==> src/rtl/core/lb64_pkg.sv <==
`timescale 1ns / 1ps
// ----------------------------------------------------------------------------
// lb64_pkg: shared types for the lenient base64 decoder
// Holds the work entry that the front hands to the back through the queue.
// ----------------------------------------------------------------------------
package lb64_pkg;

  localparam int QUEUE_DEPTH = 4;

  // up to three decoded bytes in output order, their count, and the end mark
  typedef struct packed {
    logic [7:0] byte2;
    logic [7:0] byte1;
    logic [7:0] byte0;
    logic [1:0] count;
    logic       eot;
  } entry_t;

endpackage

==> src/rtl/core/lb64_front.sv <==
`timescale 1ns / 1ps
// ----------------------------------------------------------------------------
// lb64_front: character classifier and quartet assembler
// Accepts one character a cycle when the queue has room, tracks the quartet
// slot and emits one entry per character that yields bytes or ends the text.
// ----------------------------------------------------------------------------
module lb64_front (
  input  logic              clk,
  input  logic              rst,
  input  logic              in_valid,
  output logic              in_ready,
  input  logic [7:0]        in_char,
  input  logic              in_eot,
  output logic              push,
  output lb64_pkg::entry_t  push_entry,
  input  logic              queue_full
);

  localparam logic [1:0] PH0 = 2'd0;
  localparam logic [1:0] PH1 = 2'd1;
  localparam logic [1:0] PH2 = 2'd2;
  localparam logic [1:0] PH3 = 2'd3;

  localparam logic [6:0] CODE_SKIP = 7'd64;
  localparam logic [6:0] CODE_PAD  = 7'd65;

  function automatic logic [6:0] classify(input logic [7:0] ch);
    logic [6:0] code;
    code = CODE_SKIP;
    if (ch inside {[8'h41:8'h5A]}) begin
      code = 7'(ch - 8'h41);
    end else if (ch inside {[8'h61:8'h7A]}) begin
      code = 7'(ch - 8'h61 + 8'd26);
    end else if (ch inside {[8'h30:8'h39]}) begin
      code = 7'(ch - 8'h30 + 8'd52);
    end else if (ch inside {8'h2B, 8'h2D}) begin
      code = 7'd62;
    end else if (ch inside {8'h2F, 8'h5F}) begin
      code = 7'd63;
    end else if (ch == 8'h3D) begin
      code = CODE_PAD;
    end
    return code;
  endfunction

  logic [1:0] slot_phase, slot_phase_next;
  logic [5:0] first_sextet, first_sextet_next;
  logic [5:0] second_sextet, second_sextet_next;
  logic [5:0] third_sextet, third_sextet_next;
  logic       third_was_pad, third_was_pad_next;

  logic [6:0]  code;
  logic        is_pad;
  logic [5:0]  last_sextet;
  logic [23:0] word;
  logic [23:0] flush_word;
  logic        accept;

  assign in_ready = !queue_full;
  assign accept   = in_valid && in_ready;
  assign code     = classify(in_char);
  assign is_pad   = (code == CODE_PAD);

  always_comb begin
    slot_phase_next    = slot_phase;
    first_sextet_next  = first_sextet;
    second_sextet_next = second_sextet;
    third_sextet_next  = third_sextet;
    third_was_pad_next = third_was_pad;
    push_entry         = '0;
    last_sextet        = is_pad ? 6'd0 : code[5:0];
    word               = {first_sextet, second_sextet, third_sextet, last_sextet};
    flush_word         = '0;

    if (code != CODE_SKIP) begin
      case (slot_phase)
        PH0: begin
          if (!is_pad) begin
            first_sextet_next = code[5:0];
            slot_phase_next   = PH1;
          end
        end
        PH1: begin
          if (!is_pad) begin
            second_sextet_next = code[5:0];
            slot_phase_next    = PH2;
          end else begin
            slot_phase_next = PH0;
          end
        end
        PH2: begin
          third_was_pad_next = is_pad;
          third_sextet_next  = is_pad ? 6'd0 : code[5:0];
          slot_phase_next    = PH3;
        end
        default: begin
          push_entry.byte0 = word[23:16];
          if (third_was_pad) begin
            push_entry.byte1 = word[7:0];
            push_entry.count = is_pad ? 2'd1 : 2'd2;
          end else begin
            push_entry.byte1 = word[15:8];
            push_entry.byte2 = word[7:0];
            push_entry.count = is_pad ? 2'd2 : 2'd3;
          end
          slot_phase_next    = PH0;
          first_sextet_next  = '0;
          second_sextet_next = '0;
          third_sextet_next  = '0;
          third_was_pad_next = 1'b0;
        end
      endcase
    end

    if (in_eot) begin
      flush_word = {first_sextet_next, second_sextet_next, third_sextet_next, 6'd0};
      if (slot_phase_next == PH2) begin
        push_entry.byte0 = {first_sextet_next, second_sextet_next[5:4]};
        push_entry.count = 2'd1;
      end else if (slot_phase_next == PH3) begin
        push_entry.byte0 = flush_word[23:16];
        push_entry.byte1 = flush_word[15:8];
        push_entry.count = third_was_pad_next ? 2'd1 : 2'd2;
      end
      push_entry.eot     = 1'b1;
      slot_phase_next    = PH0;
      first_sextet_next  = '0;
      second_sextet_next = '0;
      third_sextet_next  = '0;
      third_was_pad_next = 1'b0;
    end
  end

  assign push = accept && ((push_entry.count != 2'd0) || push_entry.eot);

  always_ff @(posedge clk) begin
    if (rst) begin
      slot_phase    <= PH0;
      first_sextet  <= '0;
      second_sextet <= '0;
      third_sextet  <= '0;
      third_was_pad <= 1'b0;
    end else if (accept) begin
      slot_phase    <= slot_phase_next;
      first_sextet  <= first_sextet_next;
      second_sextet <= second_sextet_next;
      third_sextet  <= third_sextet_next;
      third_was_pad <= third_was_pad_next;
    end
  end

endmodule

==> src/rtl/core/lb64_queue.sv <==
`timescale 1ns / 1ps
// ----------------------------------------------------------------------------
// lb64_queue: short entry queue between front and back
// Circular buffer of decode entries with occupancy count.
// ----------------------------------------------------------------------------
module lb64_queue #(
  parameter int DEPTH = lb64_pkg::QUEUE_DEPTH
) (
  input  logic              clk,
  input  logic              rst,
  input  logic              push,
  input  lb64_pkg::entry_t  push_entry,
  output logic              full,
  input  logic              pop,
  output lb64_pkg::entry_t  head,
  output logic              not_empty
);

  localparam int PW = (DEPTH > 1) ? $clog2(DEPTH) : 1;
  localparam int CW = $clog2(DEPTH + 1);
  localparam logic [PW-1:0] LAST_PTR = PW'(DEPTH - 1);
  localparam logic [CW-1:0] FULL_CNT = CW'(DEPTH);

  lb64_pkg::entry_t entries [DEPTH];
  logic [PW-1:0] wr_ptr;
  logic [PW-1:0] rd_ptr;
  logic [CW-1:0] count;

  assign full      = (count == FULL_CNT);
  assign not_empty = (count != '0);
  assign head      = entries[rd_ptr];

  always_ff @(posedge clk) begin
    if (push) begin
      entries[wr_ptr] <= push_entry;
    end
  end

  always_ff @(posedge clk) begin
    if (rst) begin
      wr_ptr <= '0;
      rd_ptr <= '0;
      count  <= '0;
    end else begin
      if (push) begin
        wr_ptr <= (wr_ptr == LAST_PTR) ? '0 : wr_ptr + 1'b1;
      end
      if (pop) begin
        rd_ptr <= (rd_ptr == LAST_PTR) ? '0 : rd_ptr + 1'b1;
      end
      if (push && !pop) begin
        count <= count + 1'b1;
      end else if (pop && !push) begin
        count <= count - 1'b1;
      end
    end
  end

  a_no_overflow: assert property (@(posedge clk) disable iff (rst) push |-> !full)
    else $error("queue push while full");
  a_no_underflow: assert property (@(posedge clk) disable iff (rst) pop |-> not_empty)
    else $error("queue pop while empty");
  a_count_up: assert property (@(posedge clk) disable iff (rst)
    (push && !pop) |=> (count == $past(count) + 1'b1))
    else $error("queue count did not advance on push");

endmodule

==> src/rtl/core/lb64_back.sv <==
`timescale 1ns / 1ps
// ----------------------------------------------------------------------------
// lb64_back: result serializer
// Walks head entry bytes one per cycle into output register unless stalled.
// ----------------------------------------------------------------------------
module lb64_back (
  input  logic              clk,
  input  logic              rst,
  input  lb64_pkg::entry_t  head,
  input  logic              head_valid,
  output logic              pop,
  output logic              out_valid,
  input  logic              out_ready,
  output logic [7:0]        out_byte,
  output logic              byte_valid,
  output logic              last_of_run,
  output logic              end_of_output
);

  logic [1:0] index;
  logic [1:0] last_index;
  logic       load;
  logic       at_last;
  logic [7:0] sel_byte;

  assign last_index = (head.count == 2'd0) ? 2'd0 : head.count - 2'd1;
  assign at_last    = (index == last_index);
  assign load       = head_valid && (!out_valid || out_ready);
  assign pop        = load && at_last;

  always_comb begin
    case (index)
      2'd0:    sel_byte = head.byte0;
      2'd1:    sel_byte = head.byte1;
      default: sel_byte = head.byte2;
    endcase
  end

  always_ff @(posedge clk) begin
    if (rst) begin
      out_valid <= 1'b0;
      index     <= '0;
    end else if (load) begin
      out_valid <= 1'b1;
      index     <= at_last ? 2'd0 : index + 2'd1;
    end else if (out_ready) begin
      out_valid <= 1'b0;
    end
  end

  always_ff @(posedge clk) begin
    if (load) begin
      out_byte      <= (head.count == 2'd0) ? 8'd0 : sel_byte;
      byte_valid    <= (head.count != 2'd0);
      last_of_run   <= at_last;
      end_of_output <= head.eot && at_last;
    end
  end

endmodule

==> src/rtl/core/lenient_base64_decoder_top.sv <==
`timescale 1ns / 1ps
// ----------------------------------------------------------------------------
// lenient_base64_decoder_top: lenient base64 decoder, both alphabets
// Slave side takes one text character per beat: s_tdata is the character,
// s_tlast marks the last character of the text. Master side gives one result
// per beat: m_tdata is the decoded byte, m_tlast marks the last result of an
// input character, m_tuser carries byte_valid and end_of_output.
// Input beats are taken every cycle while the entry queue has room; each
// character that yields bytes or ends the text leaves one queue entry.
// The back end emits one result per cycle while m_tready is high, so entries
// of up to three bytes set the sustained input rate when the output dominates.
// The first result of a character passes the queue and the output register.
// When the receiver stalls, the output register holds its beat, the queue
// fills, and s_tready drops once QUEUE_DEPTH entries wait.
// Reset clears the quartet state, queue occupancy and the output valid flag.
// ----------------------------------------------------------------------------
module lenient_base64_decoder_top #(
  parameter int QUEUE_DEPTH = lb64_pkg::QUEUE_DEPTH
) (
  input  logic       clk,
  input  logic       rst,
  input  logic       s_tvalid,
  output logic       s_tready,
  input  logic [7:0] s_tdata,   // [7:0] in_char
  input  logic       s_tlast,
  output logic       m_tvalid,
  input  logic       m_tready,
  output logic [7:0] m_tdata,   // [7:0] out_byte
  output logic [1:0] m_tuser,   // [0] byte_valid, [1] end_of_output
  output logic       m_tlast
);

  logic             push;
  lb64_pkg::entry_t push_entry;
  logic             queue_full;
  logic             pop;
  lb64_pkg::entry_t head;
  logic             head_valid;

  lb64_front u_front (
    .clk        (clk),
    .rst        (rst),
    .in_valid   (s_tvalid),
    .in_ready   (s_tready),
    .in_char    (s_tdata),
    .in_eot     (s_tlast),
    .push       (push),
    .push_entry (push_entry),
    .queue_full (queue_full)
  );

  lb64_queue #(
    .DEPTH (QUEUE_DEPTH)
  ) u_queue (
    .clk        (clk),
    .rst        (rst),
    .push       (push),
    .push_entry (push_entry),
    .full       (queue_full),
    .pop        (pop),
    .head       (head),
    .not_empty  (head_valid)
  );

  lb64_back u_back (
    .clk           (clk),
    .rst           (rst),
    .head          (head),
    .head_valid    (head_valid),
    .pop           (pop),
    .out_valid     (m_tvalid),
    .out_ready     (m_tready),
    .out_byte      (m_tdata),
    .byte_valid    (m_tuser[0]),
    .last_of_run   (m_tlast),
    .end_of_output (m_tuser[1])
  );

endmodule
==> config.mk <==
export PLATFORM = sky130hd
export DESIGN_NAME = lenient_base64_decoder_top
export DESIGN_NICKNAME = d
export VERILOG_FILES = /design/src/rtl/core/lb64_pkg.sv /design/src/rtl/core/lb64_front.sv /design/src/rtl/core/lb64_queue.sv /design/src/rtl/core/lb64_back.sv /design/src/rtl/core/lenient_base64_decoder_top.sv
export SDC_FILE = /design/constraint.sdc
export NUM_CORES = 1
export LEC_CHECK = 0
export BUFFER_PORTS_ARGS = -buffer_cell sky130_fd_sc_hd__buf_2
export CAP_MARGIN = 30
export CORE_MARGIN = 2
export CORE_UTILIZATION = 62
export CTS_CLUSTER_DIAMETER = 40
export DETAILED_ROUTE_END_ITERATION = 6
export PLACE_DENSITY = 0.8
export SYNTH_ARGS = -nofsm -noshare
export SYNTH_HDL_FRONTEND = slang
export SYNTH_SLANG_ARGS = --single-unit
export TNS_END_PERCENT = 30
==> constraint.sdc <==
create_clock -name clk -period 4.6 [get_ports clk]
set_input_delay 0.23 -clock clk [delete_from_list [all_inputs] [get_ports clk]]
set_output_delay 0.23 -clock clk [all_outputs]
set_load 0.02 [all_outputs]
Yosys cells after proc, flatten, opt, wreduce, memory -nomap -nowiden
Memory sizes are Yosys's and may differ from the RTL's. A register that Yosys moved wholly into a read port is not among the register bits. Index checks and enable logic that the tools add are counted.

Flip-flop bits (word level): 42. RAM bits: 108. Input bits: 13. Output and inout bits: 13. Logic and storage cells: 133. Memories: 1.

Add/sub/neg operators: 11. Order comparisons: 6. Eq/ne operators: 17. Multiplexer cells: 51. Reduce and logical (&&, ||, !) cells: 32.

Memory list: u_queue.entries (words 4, bits a word 27, rd ports 1, clocked after Yosys merged registers in 1, write ports 1, line lb64_queue.sv:24) `lb64_pkg::entry_t entries [DEPTH];`.

Operators with widths (number): $mux 6 (9); $mux 26 (2); $pmux 6 s2 (3); $mux 7 (5); $eq 8x6->1 const B (4); $mux 2 (13); $mux 8 (3); $mux 19 (1); $mux 18 (1); $ge 8x7->1 const B (2); $le 8x7->1 const B (2); $pmux 8 s2 (1); $reduce_bool 2->1 (7); $sub 7x7->7 const B (2); $eq 2x2->1 const B (5); $logic_and 1x1->1 (10); $mux 10 (1); $eq 8x7->1 const B (1); $ge 8x6->1 const B (1); $le 8x6->1 const B (1); $mux 1 (8); $add 7x5->7 const B (1); $add 7x6->7 const B (1); $eq 7x7->1 const B (1); other kinds (20) (32).

Longest topological paths before layout
Word-level depth: 22. Depth in mapped cells: 19.

Modules after synthesis
A second synthesis with hierarchy kept.

Cells, all modules: 577. Area total of the unflattened synthesis: 7482.2 um2.

By module, submodules not included: lb64_queue (times used 1, cells an instance 185, area each 4385.5 um2, sequential area each 3423.3 um2); lb64_front (times used 1, cells an instance 324, area each 2392.3 um2, sequential area each 420.4 um2); lb64_back (times used 1, cells an instance 68, area each 704.4 um2, sequential area each 390.4 um2).

Worst setup path after synthesis
Ideal clock, no wire load.

Kind: input to register. From: input port s_tdata[2]. To: register u_queue.count[2]. Library setup time: 0.071 ns. Arrival time: 4.042 ns. Data required time: 4.529 ns. Slack: 0.487 ns. Stages: 19. Path buffers: 1. Cells stage by stage: buf_2 inv_1 ha_1 nor2b_1 o21a_1 or4b_1 o2111ai_1 o2111ai_4 nor3_1 ha_1 nand2_1 nand3_1 o22ai_2 ha_1 inv_1 fa_1 xor2_1 or3_1 a21oi_1.

Word-level cells in the longest chain between the ends: 21. Elaborated cells on any way between the ends: 54.

RTL lines: start: declaration (line lenient_base64_decoder_top.sv:24) `input logic [7:0] s_tdata,`; branches (longest 6 deep; another with $sub 7x6->7); $mux 7 (*) (line lb64_front.sv:30) `if (ch inside {[8'h41:8'h5A]}) begin`; $eq 7x7->1 (line lb64_front.sv:62) `assign is_pad = (code == CODE_PAD);`; $mux 2, or another cell as far along (line lb64_front.sv:78) `if (!is_pad) begin`; $pmux 2 s3 or $mux 2 (tied branches) (line lb64_front.sv:76, lb64_front.sv:98); $mux 2 or $mux 26 (tied branches) (line lb64_front.sv:75, lb64_front.sv:76); $eq 2x2->1 or $mux 26 (tied branches) (line lb64_front.sv:120, lb64_front.sv:75); $mux 18 (line lb64_front.sv:120) `end else if (slot_phase_next == PH3) begin`; $mux 10 (line lb64_front.sv:117) `if (slot_phase_next == PH2) begin`; $mux 19 (*) (line lb64_front.sv:115) `if (in_eot) begin`; $reduce_bool 2->1 (*) (line lb64_front.sv:134) `assign push = accept && ((push_entry.count != 2'd0) || push_entry.eot);`; $logic_or 1x1->1 (*) (line lb64_front.sv:134); $logic_and 1x1->1 (*) (line lb64_front.sv:134); via push (line lenient_base64_decoder_top.sv:33) `logic push;`; $logic_not 1->1 (line lb64_queue.sv:53) `end else if (pop && !push) begin`; $logic_and 1x1->1 (line lb64_queue.sv:53); $reduce_bool 2->1 (no source line); end signal: assignment (line lb64_queue.sv:52) `count <= count + 1'b1;`; end signal: assignment (line lb64_queue.sv:54) `count <= count - 1'b1;`; end: declaration (line lb64_queue.sv:27) `logic [CW-1:0] count;`.

Mark *: on every way through the listed nets, which the timed path passes. A chain may end at the register's enable or synchronous reset.

Final worst setup path
Ends and elaborated chain as after synthesis.

==> metrics.md <==
| Metric | Value |
|---|---|
| Switching share of power | `30.3%` |
| Share of power burned in registers | `41.4%` |
| Setup-failing EPs final | `0` |
| Critical path arrival | `4460 ps` |
| YS warnings | `0` |
| Vias | `5311` |
| FFs w/ async S/R, synth | `0%` |
| Vias per Instance | `6.81` |
| Critical R2R Capture | `u_queue.count[2]` |
| Sw Pwr | `1240 µW` |
| GR Util met1 | `36.2%` |
| Max-cap violation count | `0` |
| Post-Syn Nets | `631` |
| Core box area | `12000 µm²` |
| Mean Syn Cell Area | `12.7 µm²` |
| Final hold violations | `0` |
| Grt total ovfl | `0` |
| CP endpoint | `u_queue.count[2]` |
| Nets | `656` |
| Clk slew on worst S/H paths | `60 ps` |
| Pwr Density | `487 nW/µm²` |
| Post-DP HPWL | `11400 µm` |
| Worst slew margin | `43.4%` |
| Busiest grt layer | `met2` |
| Hold Buf Count CTS | `0` |
| Setup CP Type | `input port to flip-flop` |
| CP Capture Type | `flip-flop` |
| Post-synth top area cell | `edfxtp_1` |
| Worst Clk Skew | `10.4 ps` |
| Post-synthesis cell count | `595` |
| Gate power share | `26.7%` |
| Width of the die | `115 µm` |
| Status | `finished, final reports clean` |
| Hold crit path type | `input port to flip-flop` |
| CTS tree | `built` |
| DRT antenna net count | `0` |
| Seq/Total Area, Yosys | `55.9%` |
| Layout cell share with drive strength beyond 1 | `17.9%` |
| Row count | `40` |
| Root Driver | `clkbuf_16` |
| Worst-Skew Late Latency | `430 ps` |
| Port Buffers | `25` |
| Top cell type's share of synthesized area | `47.1%` |
| Post-CTS Setup Bufs | `0` |
| Residual DRC count | `0` |
| Die Y | `115 µm` |
| Worst setup path start | `s_tdata[2]` |
| Initial antenna violation count | `0` |
| Clock Sinks | `152` |
| Number of global-route vias before repair | `5325` |
| Max Slew Vio Count | `0` |
| Antenna Cells | `0` |
| Top FF cell, synth | `edfxtp_1` |
| Worst endpoint required time | `4950 ps` |
| Largest cells by area after synthesis | `edfxtp_1 47%, dfxtp_1 8.7%, mux4_2 8.0%, ha_1 3.6%, a21oi_1 2.4%` |
| Largest net degree at the start of global routing | `35` |
| GRT Overall Usage | `28.3%` |
| Startpoint Class | `input port` |
| FF-to-FF setup slack | `1370 ps` |
| Fmax | `243 MHz` |
| Total CTS buffers | `17` |
| Synth Cell Area | `7580 µm²` |
| Worst-margin pin slew | `846 ps` |
| Number of synthesized flops with an enable pin | `119` |
| Period utilization | `89.4%` |
| Clock power frac | `31.9%` |
| RSZ-0062 raised after global routing | `no` |
| Post_cts resized | `0` |
| Die area | `13100 µm²` |
| P&R area growth vs syn | `11.1%` |
| First-pass GRT wire length | `27700 µm` |
| Cell Area, Placed | `7870 µm²` |
| Setup TNS | `0 ps` |
| Worst vdd ir | `272 µV` |
| Count leader, synth | `edfxtp_1` |
| Worst-path maximum fanout | `13` |
| RD Place Congestion | `0.960` |
| Starting Density | `63.4%` |
| DRT Pass-1 Iters | `5` |
| Top cells by count, synth | `119 x edfxtp_1, 40 x nand2_1, 39 x nor2_1` |
| Routed length per instance | `22.3 µm` |
| Tmin final | `4110 ps` |
| Synth Register Bits | `152` |
| # IOs | `26` |
| Leakage power | `0.00286 µW` |
| R2R depth | `11` |
| CTS Buffer Depth | `2` |
| Cell variety after synth | `84` |
| Fill cell count | `808` |
| Met2 Resource Use GR | `46.2%` |
| Pint | `2850 µW` |
| Final instance area | `8420 µm²` |
| Starting DRC count in detailed routing | `629` |
| Routed wire length | `17400 µm` |
| # H-tree levels | `4` |
| M3 GR Usage | `6.99%` |
flip-flops by register name, indices dropped and copies added, names as in the netlist, 2 cells and up, named ones only:
register	count
u_front.third_sextet	6
u_queue.rd_ptr	2
u_queue.entries	108
u_front.slot_phase	2
u_front.first_sextet	6
u_front.second_sextet	6
u_queue.wr_ptr	2
u_back.index	2
u_queue.count	3
u_back.out_byte	8
per-layer routing:
| metal | wire length [µm] | vias to the layer above |
|---|---|---|
| met5 | 0 | - |
| met4 | 578 | 0 |
| met3 | 1220 | 59 |
| met2 | 8430 | 241 |
| met1 | 7200 | 2633 |
| li1 | - | 2378 |
kinds of logic (layout without fill, tap and decap cells):
| logic type | Yosys count | after routing | synth area share [%] |
|---|---|---|---|
| AOI/OAI and AO/OA | 156 | 156 | 15.3 |
| xor gates and xnor gates | 5 | 5 | 0.578 |
| adders and majority gates | 23 | 23 | 3.89 |
| buffers and inverters | 57 | 95 | 3.23 |
| DFF | 152 | 152 | 55.9 |
| muxes | 42 | 42 | 10.0 |
| and+or+nand+nor | 160 | 160 | 11.2 |
worst min-delay path by stage:
| stage | endpoint | from | cells past startpoint | slack [ps] |
|---|---|---|---|---|
| after detailed placement | u_back.out_valid | u_back.out_valid | 2 | 460 |
| after global routing | u_back.out_valid | m_tready | 4 | 110 |
| after CTS | u_back.out_valid | m_tready | 4 | 60 |
| final | u_back.out_valid | m_tready | 4 | 70 |
| after floorplan | u_queue.entries[0][0] | s_tlast | 0 | 330 |
| after global placement | u_back.out_valid | u_back.out_valid | 2 | 450 |
power by group through the flow:
stage / sequential (µW) / clock (µW) / combinational, µW
after CTS: 1700 / 1320 / 1090
after global routing: 1710 / 1370 / 1180
after floorplan: 1770 / 0 / 752
final: 1700 / 1310 / 1090
after global placement: 1720 / 0 / 1060
after detailed placement: 1720 / 0 / 1080
placed cells by master, fill, tap and decap left out, types with 14 or more instances in the layout:
cell type / instances
a21oi_1: 37
a22oi_1: 14
buf_2: 25
clkbuf_16: 17
dfxtp_1: 32
edfxtp_1: 119
ha_1: 22
inv_1: 25
mux2i_1: 14
mux4_2: 27
nand2_1: 40
nor2_1: 39
o21ai_0: 14
per-stage QoR:
| step | hold WS (ps) | cells | power [µW] | util [%] | worst slack (ps) |
|---|---|---|---|---|---|
| 6_report | 67.3 | 780 | 4100 | 70.4 | 488 |
| 5_1_grt | 107 | 780 | 4270 | 70.4 | 170 |
| 4_1_cts | 60.2 | 780 | 4110 | 70.4 | 504 |
| 3_5_place_dp | 464 | 748 | 2800 | 65.8 | 74.6 |
| 3_3_place_gp | 451 | 748 | 2780 | 65.8 | 238 |
| 2_1_floorplan | 329 | 595 | 2520 | - | 487 |
cell type report:
type,instances,area [µm²],share of cell area [%]
multi-input combinational,386,3100,36.8
clock buffer,23,448,5.32
tap,147,184,2.18
clock inverter,9,104,1.23
inverter,27,101,1.20
sequential,152,4240,50.3
timing repair buffer,36,245,2.91
critical path, stage by stage:
cell,delay (ps)
buf_2,240
inv_1,100
ha_1,270
nor2b_1,180
o21a_1,220
or4b_1,510
o2111ai_1,170
o2111ai_4,240
nor3_1,370
ha_1,310
nand2_1,60
nand3_1,90
o22ai_2,180
ha_1,220
inv_1,60
fa_1,380
xor2_1,180
or3_1,300
a21oi_1,140
No activity file was read; power rests on OpenSTA's default activity.
